--- src/hdl/kot_pkg.sv ---
// Shared types, token kind codes and character classification for the tokenizer.
`default_nettype none

package kot_pkg;

  localparam int unsigned PositionBitsDef = 16;
  localparam int unsigned FifoDepth       = 4;
  localparam int unsigned WindowBytes     = 6;

  localparam logic [15:0] LenMax = 16'hFFFF;

  typedef logic [4:0] kind_t;

  localparam kind_t KindIllegal  = 5'd0;
  localparam kind_t KindEof      = 5'd1;
  localparam kind_t KindIdent    = 5'd2;
  localparam kind_t KindDefn     = 5'd3;
  localparam kind_t KindLet      = 5'd4;
  localparam kind_t KindTrue     = 5'd5;
  localparam kind_t KindFalse    = 5'd6;
  localparam kind_t KindIf       = 5'd7;
  localparam kind_t KindElse     = 5'd8;
  localparam kind_t KindWhile    = 5'd9;
  localparam kind_t KindReturn   = 5'd10;
  localparam kind_t KindAssign   = 5'd11;
  localparam kind_t KindEqual    = 5'd12;
  localparam kind_t KindPlus     = 5'd13;
  localparam kind_t KindMinus    = 5'd14;
  localparam kind_t KindBang     = 5'd15;
  localparam kind_t KindNotEqual = 5'd16;
  localparam kind_t KindStar     = 5'd17;
  localparam kind_t KindSlash    = 5'd18;
  localparam kind_t KindLess     = 5'd19;
  localparam kind_t KindGreater  = 5'd20;
  localparam kind_t KindComma    = 5'd21;
  localparam kind_t KindSemi     = 5'd22;
  localparam kind_t KindLParen   = 5'd23;
  localparam kind_t KindRParen   = 5'd24;
  localparam kind_t KindLBrace   = 5'd25;
  localparam kind_t KindRBrace   = 5'd26;

  localparam logic [7:0] ChNul   = 8'h00;
  localparam logic [7:0] ChTab   = 8'h09;
  localparam logic [7:0] ChSpace = 8'h20;
  localparam logic [7:0] ChEq    = 8'h3D;
  localparam logic [7:0] ChBang  = 8'h21;
  localparam logic [7:0] ChUnder = 8'h5F;

  typedef enum logic [1:0] {
    HoldNone   = 2'd0,
    HoldAssign = 2'd1,
    HoldBang   = 2'd2
  } hold_e;

  typedef struct packed {
    kind_t       kind;
    logic [15:0] start;
    logic [15:0] length;
    logic        last;
  } token_t;

  // Tokens produced by one byte, at most two.
  typedef struct packed {
    logic [1:0] cnt;
    token_t     tok0;
    token_t     tok1;
  } push_t;

  function automatic logic is_letter(input logic [7:0] c);
    return (c >= 8'h61 && c <= 8'h7A) || (c >= 8'h41 && c <= 8'h5A) || (c == ChUnder);
  endfunction

  function automatic logic is_digit(input logic [7:0] c);
    return (c >= 8'h30 && c <= 8'h39);
  endfunction

  function automatic kind_t single_kind(input logic [7:0] c);
    kind_t k;
    case (c)
      8'h2B:   k = KindPlus;
      8'h2D:   k = KindMinus;
      8'h2A:   k = KindStar;
      8'h2F:   k = KindSlash;
      8'h3C:   k = KindLess;
      8'h3E:   k = KindGreater;
      8'h2C:   k = KindComma;
      8'h3B:   k = KindSemi;
      8'h28:   k = KindLParen;
      8'h29:   k = KindRParen;
      8'h7B:   k = KindLBrace;
      8'h7D:   k = KindRBrace;
      default: k = KindIllegal;
    endcase
    return k;
  endfunction

  // Keyword text packed first byte in the low bits, zero above the length.
  function automatic kind_t keyword_kind(input logic [15:0] len, input logic [47:0] win);
    kind_t k;
    k = KindIdent;
    if      (len == 16'd4 && win == 48'h00006E666564) k = KindDefn;
    else if (len == 16'd3 && win == 48'h00000074656C) k = KindLet;
    else if (len == 16'd4 && win == 48'h000065757274) k = KindTrue;
    else if (len == 16'd5 && win == 48'h0065736C6166) k = KindFalse;
    else if (len == 16'd2 && win == 48'h000000006669) k = KindIf;
    else if (len == 16'd4 && win == 48'h000065736C65) k = KindElse;
    else if (len == 16'd5 && win == 48'h00656C696877) k = KindWhile;
    else if (len == 16'd6 && win == 48'h6E7275746572) k = KindReturn;
    return k;
  endfunction

endpackage

`default_nettype wire

--- src/hdl/kot_lexer.sv ---
// Input byte register and scanner state; turns one byte into zero to two tokens.
`default_nettype none

module kot_lexer #(
  parameter int unsigned POSITION_BITS = kot_pkg::PositionBitsDef
) (
  input  wire logic          clk_i,
  input  wire logic          rst_ni,
  input  wire logic [7:0]    char_in_i,
  input  wire logic          char_in_valid_i,
  output logic               char_in_ready_o,
  input  wire logic          room_i,
  output kot_pkg::push_t     push_o
);
  import kot_pkg::*;

  logic                     in_vld_q, in_vld_d;
  logic [7:0]               in_byte_q;
  logic [POSITION_BITS-1:0] pos_q, pos_d;
  hold_e                    hold_q, hold_d;
  logic                     in_id_q, in_id_d;
  logic [15:0]              id_start_q, id_start_d;
  logic [15:0]              id_len_q, id_len_d;
  logic [47:0]              win_q, win_d;

  logic                     proc;
  logic                     acc;
  logic [POSITION_BITS-1:0] prev;
  logic                     a_v, b_v, consumed;
  token_t                   tok_a, tok_b;
  logic [7:0]               c;

  assign proc            = in_vld_q && room_i;
  assign char_in_ready_o = !in_vld_q || proc;
  assign acc             = char_in_valid_i && char_in_ready_o;
  assign c               = in_byte_q;
  assign prev            = pos_q - POSITION_BITS'(1);

  always_comb begin
    in_vld_d = in_vld_q;
    if (acc) begin
      in_vld_d = 1'b1;
    end else if (proc) begin
      in_vld_d = 1'b0;
    end
  end

  always_comb begin
    hold_d     = hold_q;
    in_id_d    = in_id_q;
    id_start_d = id_start_q;
    id_len_d   = id_len_q;
    win_d      = win_q;
    pos_d      = pos_q + POSITION_BITS'(1);
    a_v        = 1'b0;
    b_v        = 1'b0;
    consumed   = 1'b0;
    tok_a      = '0;
    tok_b      = '0;

    // release a held operator, or extend/close an open identifier
    if (hold_q != HoldNone) begin
      a_v         = 1'b1;
      tok_a.start = 16'(prev);
      if (c == ChEq) begin
        tok_a.kind   = (hold_q == HoldBang) ? KindNotEqual : KindEqual;
        tok_a.length = 16'd2;
        consumed     = 1'b1;
      end else begin
        tok_a.kind   = (hold_q == HoldBang) ? KindBang : KindAssign;
        tok_a.length = 16'd1;
      end
      hold_d = HoldNone;
    end else if (in_id_q) begin
      if (is_letter(c) || is_digit(c)) begin
        for (int i = 0; i < WindowBytes; i++) begin
          if (id_len_q == 16'(i)) begin
            win_d[8*i +: 8] = c;
          end
        end
        if (id_len_q != LenMax) begin
          id_len_d = id_len_q + 16'd1;
        end
        consumed = 1'b1;
      end else begin
        a_v          = 1'b1;
        tok_a.kind   = keyword_kind(id_len_q, win_q);
        tok_a.start  = id_start_q;
        tok_a.length = id_len_q;
        in_id_d      = 1'b0;
        id_len_d     = '0;
        win_d        = '0;
      end
    end

    // the byte itself, when not absorbed above
    if (!consumed) begin
      if (c == ChNul) begin
        b_v          = 1'b1;
        tok_b.kind   = KindEof;
        tok_b.start  = 16'(pos_q);
        tok_b.length = '0;
        pos_d        = '0;
        hold_d       = HoldNone;
        in_id_d      = 1'b0;
        id_start_d   = '0;
        id_len_d     = '0;
        win_d        = '0;
      end else if (c == ChSpace || c == ChTab) begin
        // skipped
      end else if (c == ChEq) begin
        hold_d = HoldAssign;
      end else if (c == ChBang) begin
        hold_d = HoldBang;
      end else if (is_letter(c)) begin
        in_id_d    = 1'b1;
        id_start_d = 16'(pos_q);
        id_len_d   = 16'd1;
        win_d      = 48'(c);
      end else begin
        b_v          = 1'b1;
        tok_b.kind   = single_kind(c);
        tok_b.start  = 16'(pos_q);
        tok_b.length = 16'd1;
      end
    end
  end

  always_comb begin
    push_o = '0;
    if (proc) begin
      if (a_v && b_v) begin
        push_o.cnt       = 2'd2;
        push_o.tok0      = tok_a;
        push_o.tok1      = tok_b;
        push_o.tok1.last = 1'b1;
      end else if (a_v) begin
        push_o.cnt       = 2'd1;
        push_o.tok0      = tok_a;
        push_o.tok0.last = 1'b1;
      end else if (b_v) begin
        push_o.cnt       = 2'd1;
        push_o.tok0      = tok_b;
        push_o.tok0.last = 1'b1;
      end
    end
  end

  always_ff @(posedge clk_i or negedge rst_ni) begin
    if (!rst_ni) begin
      in_vld_q   <= 1'b0;
      pos_q      <= '0;
      hold_q     <= HoldNone;
      in_id_q    <= 1'b0;
      id_start_q <= '0;
      id_len_q   <= '0;
      win_q      <= '0;
    end else begin
      in_vld_q <= in_vld_d;
      if (proc) begin
        pos_q      <= pos_d;
        hold_q     <= hold_d;
        in_id_q    <= in_id_d;
        id_start_q <= id_start_d;
        id_len_q   <= id_len_d;
        win_q      <= win_d;
      end
    end
  end

  always_ff @(posedge clk_i) begin
    if (acc) begin
      in_byte_q <= char_in_i;
    end
  end

`ifndef SYNTHESIS
  a_hold_excl: assert property (@(posedge clk_i) disable iff (!rst_ni)
    (hold_q != HoldNone) |-> !in_id_q)
    else $error("held operator while identifier open");
  a_id_len: assert property (@(posedge clk_i) disable iff (!rst_ni)
    in_id_q |-> (id_len_q != 16'd0))
    else $error("open identifier with zero length");
  a_push_room: assert property (@(posedge clk_i) disable iff (!rst_ni)
    (push_o.cnt != 2'd0) |-> (proc && push_o.cnt != 2'd3))
    else $error("tokens pushed without a byte step");
`endif

endmodule

`default_nettype wire

--- src/hdl/kot_fifo.sv ---
// Token queue taking up to two tokens per cycle and giving one per transfer.
`default_nettype none

module kot_fifo (
  input  wire logic          clk_i,
  input  wire logic          rst_ni,
  input  kot_pkg::push_t     push_i,
  output logic               room_o,
  output kot_pkg::token_t    tok_o,
  output logic               valid_o,
  input  wire logic          ready_i
);
  import kot_pkg::*;

  localparam int unsigned PtrW = $clog2(FifoDepth);
  localparam int unsigned CntW = $clog2(FifoDepth + 1);

  token_t          mem [FifoDepth];
  logic [PtrW-1:0] wp_q, wp_d, rp_q, rp_d;
  logic [CntW-1:0] cnt_q, cnt_d;
  logic            pop;

  assign valid_o = (cnt_q != '0);
  assign pop     = valid_o && ready_i;
  assign tok_o   = mem[rp_q];
  assign room_o  = (cnt_q <= CntW'(FifoDepth - 2));

  always_comb begin
    wp_d  = wp_q + PtrW'(push_i.cnt);
    rp_d  = rp_q + PtrW'(pop);
    cnt_d = cnt_q + CntW'(push_i.cnt) - CntW'(pop);
  end

  always_ff @(posedge clk_i or negedge rst_ni) begin
    if (!rst_ni) begin
      wp_q  <= '0;
      rp_q  <= '0;
      cnt_q <= '0;
    end else begin
      wp_q  <= wp_d;
      rp_q  <= rp_d;
      cnt_q <= cnt_d;
    end
  end

  always_ff @(posedge clk_i) begin
    if (push_i.cnt != 2'd0) begin
      mem[wp_q] <= push_i.tok0;
    end
    if (push_i.cnt == 2'd2) begin
      mem[wp_q + PtrW'(1)] <= push_i.tok1;
    end
  end

`ifndef SYNTHESIS
  a_no_overflow: assert property (@(posedge clk_i) disable iff (!rst_ni)
    (push_i.cnt != 2'd0) |-> room_o)
    else $error("push into a full token queue");
  a_cnt_bound: assert property (@(posedge clk_i) disable iff (!rst_ni)
    cnt_q <= CntW'(FifoDepth))
    else $error("token queue count out of range");
  a_ptr_track: assert property (@(posedge clk_i) disable iff (!rst_ni)
    (PtrW'(wp_q - rp_q) == PtrW'(cnt_q)))
    else $error("queue pointers disagree with count");
`endif

endmodule

`default_nettype wire

--- src/hdl/keyword_operator_tokenizer.sv ---
// Top level of the byte-serial keyword and operator tokenizer.
// Usage:
//  - Input channel char_in: one source byte per transfer (valid/ready).
//    Byte 0 ends the string: pending tokens are flushed, Eof is sent and
//    all scanner state returns to reset for the next string.
//  - Output channel token: one token per transfer, with kind, start
//    position (low 16 bits), length (saturating) and last_of_run, which
//    marks the final token caused by one input byte.
//  - Throughput: one byte per cycle while two queue entries are free. The
//    scanner step is combinational logic between the input byte register
//    and a four-entry token queue. Each byte passes through the input
//    register, then its tokens are written into the queue and sent out.
//  - A byte that closes an identifier or releases a held '=' / '!' may
//    give two tokens; the queue takes both in the same cycle.
//  - Stall: when the receiver holds ready low the queue fills; the input
//    register then holds its byte and char_in_ready_o drops once fewer
//    than two queue entries are free. Nothing is lost or repeated.
//  - Reset (rst_ni low, asynchronous): queue empty, position zero, no
//    identifier or operator pending, input register empty.
`default_nettype none

module keyword_operator_tokenizer #(
  parameter int unsigned POSITION_BITS = kot_pkg::PositionBitsDef
) (
  input  wire logic        clk_i,
  input  wire logic        rst_ni,
  input  wire logic [7:0]  char_in_i,
  input  wire logic        char_in_valid_i,
  output logic             char_in_ready_o,
  output logic [4:0]       token_kind_o,
  output logic [15:0]      token_start_o,
  output logic [15:0]      token_length_o,
  output logic             last_of_run_o,
  output logic             token_valid_o,
  input  wire logic        token_ready_i
);
  import kot_pkg::*;

  push_t  push;
  logic   room;
  token_t tok;

  // scanner: input byte register, position and identifier state
  kot_lexer #(
    .POSITION_BITS(POSITION_BITS)
  ) u_lexer (
    .clk_i          (clk_i),
    .rst_ni         (rst_ni),
    .char_in_i      (char_in_i),
    .char_in_valid_i(char_in_valid_i),
    .char_in_ready_o(char_in_ready_o),
    .room_i         (room),
    .push_o         (push)
  );

  // result queue decouples the two-token bursts from the receiver
  kot_fifo u_fifo (
    .clk_i  (clk_i),
    .rst_ni (rst_ni),
    .push_i (push),
    .room_o (room),
    .tok_o  (tok),
    .valid_o(token_valid_o),
    .ready_i(token_ready_i)
  );

  assign token_kind_o   = tok.kind;
  assign token_start_o  = tok.start;
  assign token_length_o = tok.length;
  assign last_of_run_o  = tok.last;

endmodule

`default_nettype wire
--- config.mk ---
export PLATFORM = sky130hd
export DESIGN_NAME = keyword_operator_tokenizer
export DESIGN_NICKNAME = d
export VERILOG_FILES = /design/src/hdl/kot_pkg.sv /design/src/hdl/kot_lexer.sv /design/src/hdl/kot_fifo.sv /design/src/hdl/keyword_operator_tokenizer.sv
export SDC_FILE = /design/constraint.sdc
export NUM_CORES = 1
export LEC_CHECK = 0
export BUFFER_PORTS_ARGS = -buffer_cell sky130_fd_sc_hd__buf_2
export CAP_MARGIN = 0
export CELL_PAD_IN_SITES_DETAIL_PLACEMENT = 0
export CELL_PAD_IN_SITES_GLOBAL_PLACEMENT = 1
export CORE_AREA = 2 2 177 179
export DETAILED_ROUTE_END_ITERATION = 8
export DIE_AREA = 0 0 179 181
export PLACE_DENSITY_LB_ADDON = 0.1
export SETUP_SLACK_MARGIN = 0.02
export SYNTH_ARGS = -nofsm -noshare
export SYNTH_HDL_FRONTEND = slang
export SYNTH_SLANG_ARGS = --single-unit
export TNS_END_PERCENT = 50
--- constraint.sdc ---
create_clock -name clk_i -period 4.2 [get_ports clk_i]
set_input_delay 0.84 -clock clk_i [delete_from_list [all_inputs] [get_ports clk_i]]
set_output_delay 0.84 -clock clk_i [all_outputs]
set_load 0.02 [all_outputs]
* Yosys cells after proc, flatten, opt, wreduce, memory -nomap -nowiden
Memories as Yosys holds them, arrays and structs flattened.
Cells that the tools add are included.
** Storage, ports and cells
- Logic and storage cells :: 185
- Bits of input ports :: 12
- Output and inout bits :: 40
- Memories :: 1
- Register bits :: 115
- RAM bits :: 152
** Operators by class
- Add/sub/neg operators :: 8
- Equal/unequal tests :: 37
- Reduce and logical (&&, ||, !) cells :: 29
- Bitwise logic cells :: 1
- Mux-type cells :: 91
- Magnitude comparators :: 7
** Memories
- u_fifo.mem :: words 4, bits a word 38, read ports 1, clocked after Yosys merged registers in 0, write ports 2, line kot_fifo.sv:18 : token_t mem [FifoDepth];
** Operators by type and width (count)
- $mux W48 :: 9
- $mux W37 :: 9
- $mux W16 :: 17
- $eq A48 B31 Y1 const B :: 3
- $eq A8 B6 Y1 const B :: 13
- $eq A48 B39 Y1 const B :: 2
- $mux W40 :: 2
- $mux W78 :: 1
- $pmux W5 S12 :: 1
- $eq A16 B3 Y1 const B :: 3
- $eq A48 B15 Y1 const B :: 1
- $eq A48 B23 Y1 const B :: 1
- $eq A48 B47 Y1 const B :: 1
- $mux W8 :: 6
- $mux W5 :: 9
- $mux W39 :: 1
- $mux W38 :: 1
- $add A16 B1 Y16 const B :: 2
- $eq A16 B2 Y1 const B :: 2
- $mux W1 :: 26
- $eq A8 B7 Y1 const B :: 3
- $eq A16 B1 Y1 const B :: 1
- $ge A8 B7 Y1 const B :: 2
- $le A8 B7 Y1 const B :: 2
- 25 further kinds :: 55

* Longest topological paths before layout
- Word-level depth :: 19
- Mapped depth :: 16
- Mapped depth without buffers :: 14

* Modules after synthesis
A second synthesis with hierarchy kept.
** Second synthesis, totals
- Cells, all modules :: 1230
- Area, all modules :: 14930.6 µm²
** Modules (own cells, without submodules)
- kot_fifo :: sequential area each 4739.5 µm², cells an instance 407, area each 7873.8 µm², instances 1
- kot_lexer :: sequential area each 2742.6 µm², cells an instance 823, area each 7056.8 µm², instances 1

* Least setup slack after synthesis
No wires, ideal clock.
- Path kind :: register to register
- From :: reg u_lexer.in_byte_q[3] (netlist: u_lexer.c[3])
- To :: mem u_fifo.mem[1][0] (netlist bit) (enable)
- Cell stages (with the launch flop) :: 15
- Path slack :: 0.170 ns
- Period minus slack after synthesis :: 4.030 ns
- Data arrival time :: 3.612 ns
- Data required time :: 3.782 ns
- Path buffers :: 4
- Setup time :: 0.418 ns
- Path through :: edfxtp_1 > clkbuf_1 > or4_1 > a21o_1 > o2111a_1 > a21oi_2 > nand2_1 > nand2_1 > ha_1 > clkbuf_1 > o21ai_1 > or2_2 > clkbuf_1 > clkbuf_1 > nand2_1
** RTL lines
- start: declaration :: line kot_lexer.sv:18 : logic [7:0] in_byte_q;
- start signal: assignment :: line kot_lexer.sv:173 : in_byte_q <= char_in_i;
- end: declaration :: line kot_fifo.sv:18

* Final worst setup path
- From :: reg u_lexer.in_byte_q[2] (netlist: u_lexer.c[2])
- To :: reg u_fifo.cnt_q[2]
** Between the ends
- Cells in the longest elaborated chain, start to end :: 16
- Elaborated cells between the ends (all ways) :: 39
- Those cells by class :: add/sub (2); order compare (6); eq/ne (5); mux (17); reduce/logical (9)
** RTL lines
- $ge A8 B7 Y1 / $le A8 B7 Y1 (equally long branches) :: line kot_pkg.sv:70 : return (c >= 8'h61 && c <= 8'h7A) || (c >= 8'h41 && c <= 8'h5A) || (c == ChUnder);
- $logic_and A1 B1 Y1 :: line kot_pkg.sv:70
- $logic_or A1 B1 Y1 (2 in series) :: line kot_pkg.sv:70
- $mux W1 :: line kot_lexer.sv:115 : end else if (is_letter(c)) begin
- $mux W1 :: line kot_lexer.sv:113 : end else if (c == ChBang) begin
- $mux W1 :: line kot_lexer.sv:111 : end else if (c == ChEq) begin
- $mux W1 :: line kot_lexer.sv:109 : end else if (c == ChSpace || c == ChTab) begin
- $mux W1 :: line kot_lexer.sv:98 : if (c == ChNul) begin
- $mux W1 :: line kot_lexer.sv:97 : if (!consumed) begin
- $mux W39 :: line kot_lexer.sv:141 : end else if (b_v) begin
- $mux W40 :: line kot_lexer.sv:137 : end else if (a_v) begin
- $mux W40 (*) :: line kot_lexer.sv:132 : if (a_v && b_v) begin
- $mux W78 (*) :: line kot_lexer.sv:131 : if (proc) begin
- $add A3 B2 Y3 (*) :: line kot_fifo.sv:31 : cnt_d = cnt_q + CntW'(push_i.cnt) - CntW'(pop);
- $sub A3 B1 Y3 (*) :: line kot_fifo.sv:31
- net u_fifo.cnt_d[2] :: line kot_fifo.sv:20 : logic [CntW-1:0] cnt_q, cnt_d;
- end signal: assignment :: line kot_fifo.sv:42 : cnt_q <= cnt_d;
- end: declaration :: line kot_fifo.sv:20
Mark *: on every way through the listed nets, which the timed path passes. The rest lies on a longest branch.
A chain may end at the register's enable or synchronous reset.

==> results.toml <==
[layout]
antenna_cells = 0
multi_input_area_um2 = 6110
finalNetCount = 1340
finalInstanceArea_um2 = 15400
drive_above_1_share = 0.162
area.growth.synth_to_final_pct = 14.0
layout.area.seq_um2 = 6880
n_fill_cell = 2762
fin_cells = 1733

[timing]
max-slew-margin-rel = 0.243
rsz0062_at_grt = "false"
min_period_ns = 3.77
finClkSkew_ns = 0.0173
drv_slew = 0
fmax_mhz = 265
setup_tns_ns = 0
hold_ws_ns = 0.245
tightestPinTransition_ns = 1.13
final-hold-violation-count = 0
fin_crit_sh = 0.898
setup_viol = 0

[route]
drt-total-wl_um = 38400
wl_per_cell_um = 22.2
viasPerCell = 6.19
drt_iter0_markers = 1060
drtPass1Iterations = 7
final_antenna_net_count = 0
drcViolationCount = 0
vias = 10733

[pwr]
p_sw_frac = 0.369
power_density_nw_per_um2 = 617
clockPowerShare = 0.315
p_int_mw = 5.99
pwr-share-seq = 0.366
peakVddDrop_mv = 0.350
netSwitchingPower_mw = 3.51
comb_power_share = 0.319
power_leakage_nw = 5.88

[global_routing]
grt_max_degree = 70
grt_pass1_wl_um = 60600
first_global_vias = 10207
grt_usage = 0.240
globalRoute.totalOverflow = 0
antenna_found_initial = 0

[clock_tree]
cts-root-buf = "clkbuf_16"
htree_num_levels = 1
cts_resized = 0
clkLatencyLatePin_ns = 0.58
numCtsBuffers = 30
ctsHoldBuffers = 0
cts_tree = "yes"
clkTransAtPathRegs_ns = 0.06
cts_buffer_depth = 3
cts_setup_buffers = 0
cts.sinks = 267

[logic_synthesis]
postSynth.asyncResetShare = 0.401
yosys_warnings = 0
yosysTopAreaCell = "edfxtp_1"
avgSynthCellArea_um2 = 10.5
synth_cell_types = 80
synth_area_um2 = 13500
synthDominantCellAreaShare = 0.223
ys.flop_type = "dfrtp_1"
synth-edff-count = 100
syn_nets = 1314
synthCells = 1287
seq_area_frac_synth = 0.511
synth-seq-cells = 267
synthTopCellsByArea = "edfxtp_1 (22%), dfrtp_1 (20%), dfxtp_1 (8.9%)"

[die]
core_area_um2 = 30300
rows = 64
initial_utilization = 0.444
io_pins = 52
dieArea_um2 = 32400
die_h_um = 181
die_w_um = 179

[worst_setup_path]
critPathMaxFanout = 10
crit_top_cell = "ha_1"
reg2regPathDepth = 12
crit_path_end_kind = "flop"
slowest_stage = "or4_1"
cp.arrival_ns = 4.26
r2r_setup_slack_ns = 0.43
cp_data_required_time_ns = 4.69
startpoint_type = "flop"
cp-startpoint = "u_lexer.c[2]"
rr_startpoint = "u_lexer.c[2]"
crit_chain = "or4_1 > a21o_1 > o2111a_1 > a211oi_1 > ha_1 > nand2_1 > ha_1 > inv_1 > ha_1 > fa_1 > xnor2_1 > xnor2_1"
path_class = "flop to flop"
critPathMaxStageDelay_ns = 0.58

[worst_hold_path]
hold_class = "primary input to async pin"

[place]
dp.cells = 1677
gp_congestion = 0.904
placed_area_um2 = 14200
dp_hpwl_um = 25700
io_buffers = 51

[run]
max_cap_violations = 0

[outcome]
status = "completed"
-- final timing paths --
path / to
worst min-delay path: u_lexer.win_q[28]
worst min register to register: u_fifo.mem[2][12]
worst max-delay path: u_fifo.cnt_q[2]
max in group asynchronous: u_lexer.id_start_q[13]
min in group clk_i: u_lexer.c[5]
worst max register to register: u_fifo.cnt_q[2]
-- power by group through the flow --
stage	logic, mW	clock network, mW	registers (mW)
2_1_floorplan	2.19	0	3.27
3_5_place_dp	3.01	0	3.52
5_1_grt	3.33	3.15	3.52
3_3_place_gp	3.01	0	3.51
6_report	3.03	2.99	3.47
4_1_cts	3.02	3.04	3.47
-- layer usage --
layer	track usage	part of all wire
met2	0.358	0.44
met1	0.366	0.47
met3	0.0368	0.070
met4	0.0563	0.022
met5	0	0
-- sequential cells by signal, indices dropped and copies added, names as in the netlist, 3 cells and up --
name                cells
u_fifo.cnt_q            3
u_fifo.mem            152
u_lexer.c               8
u_lexer.id_len_q       16
u_lexer.id_start_q     16
u_lexer.pos_q          16
u_lexer.win_q          48
-- final cells by class --
cell class                      count  share of cell area
Sequential cell                   267               0.448
Timing Repair Buffer               96              0.0428
Inverter                           21             0.00513
Tap cell                          396              0.0322
Clock inverter                     23              0.0243
Multi-Input combinational cell    897               0.397
Clock buffer                       33              0.0502
-- critical path, delay by kind of cell (launching register included) --
family                   cells  cell delay (ns)
adder cells (fa/ha/maj)      4             1.30
XOR/XNOR                     2             0.32
AO/OA/AOI/OAI                3             0.70
flip-flops                   1             0.54
buffers and inverters        1             0.04
AND/OR/NAND/NOR              2             0.77
-- cell families after synthesis --
logic type	after synthesis	synth area share
adders and majority gates	15	0.0145
AOI/OAI and AO/OA	350	0.175
xor gates and xnor gates	18	0.0117
buffers and inverters	123	0.0363
and+or+nand+nor	475	0.187
muxes	39	0.0643
DFF	267	0.511
-- stage by stage --
step / util / setup slack (ns) / power [mW]
6_report: 0.506 / 0.429 / 9.49
5_1_grt: 0.506 / 0.175 / 10.0
3_5_place_dp: 0.469 / 0.469 / 6.54
3_3_place_gp: 0.469 / 0.560 / 6.51
4_1_cts: 0.506 / 0.433 / 9.54
2_1_floorplan: - / 0.170 / 5.46
-- placed cells by master (no fill, tap or decap), drive strengths merged, types with 7 or more instances in the layout --
cell,instances
a21oi,42
a22o,86
a22oi,10
a32o,11
and2,16
and3,19
buf,96
bufinv,8
clkbuf,33
clkinvlp,8
dfrtp,107
dfxtp,60
edfxtp,100
ha,14
inv,23
mux4,38
nand2,129
nand2b,14
nand3,101
nand4,22
nor2,58
nor3,28
nor4,10
nor4b,8
nor4bb,8
o21ai,134
o22ai,20
o31ai,8
or3,17
or4,7
xor2,12
-- synth_stat cells, drive strengths merged, types with 18 or more instances --
library cell,n
dfxtp,60
mux4,38
nand4,22
inv,21
and3,19
edfxtp,100
a22o,86
nand3,101
a21oi,42
dfrtp,107
nor3,28
o22ai,20
buf,18
clkbuf,84
nand2,129
nor2,58
o21ai,134
(Power assumes the default switching activity.)
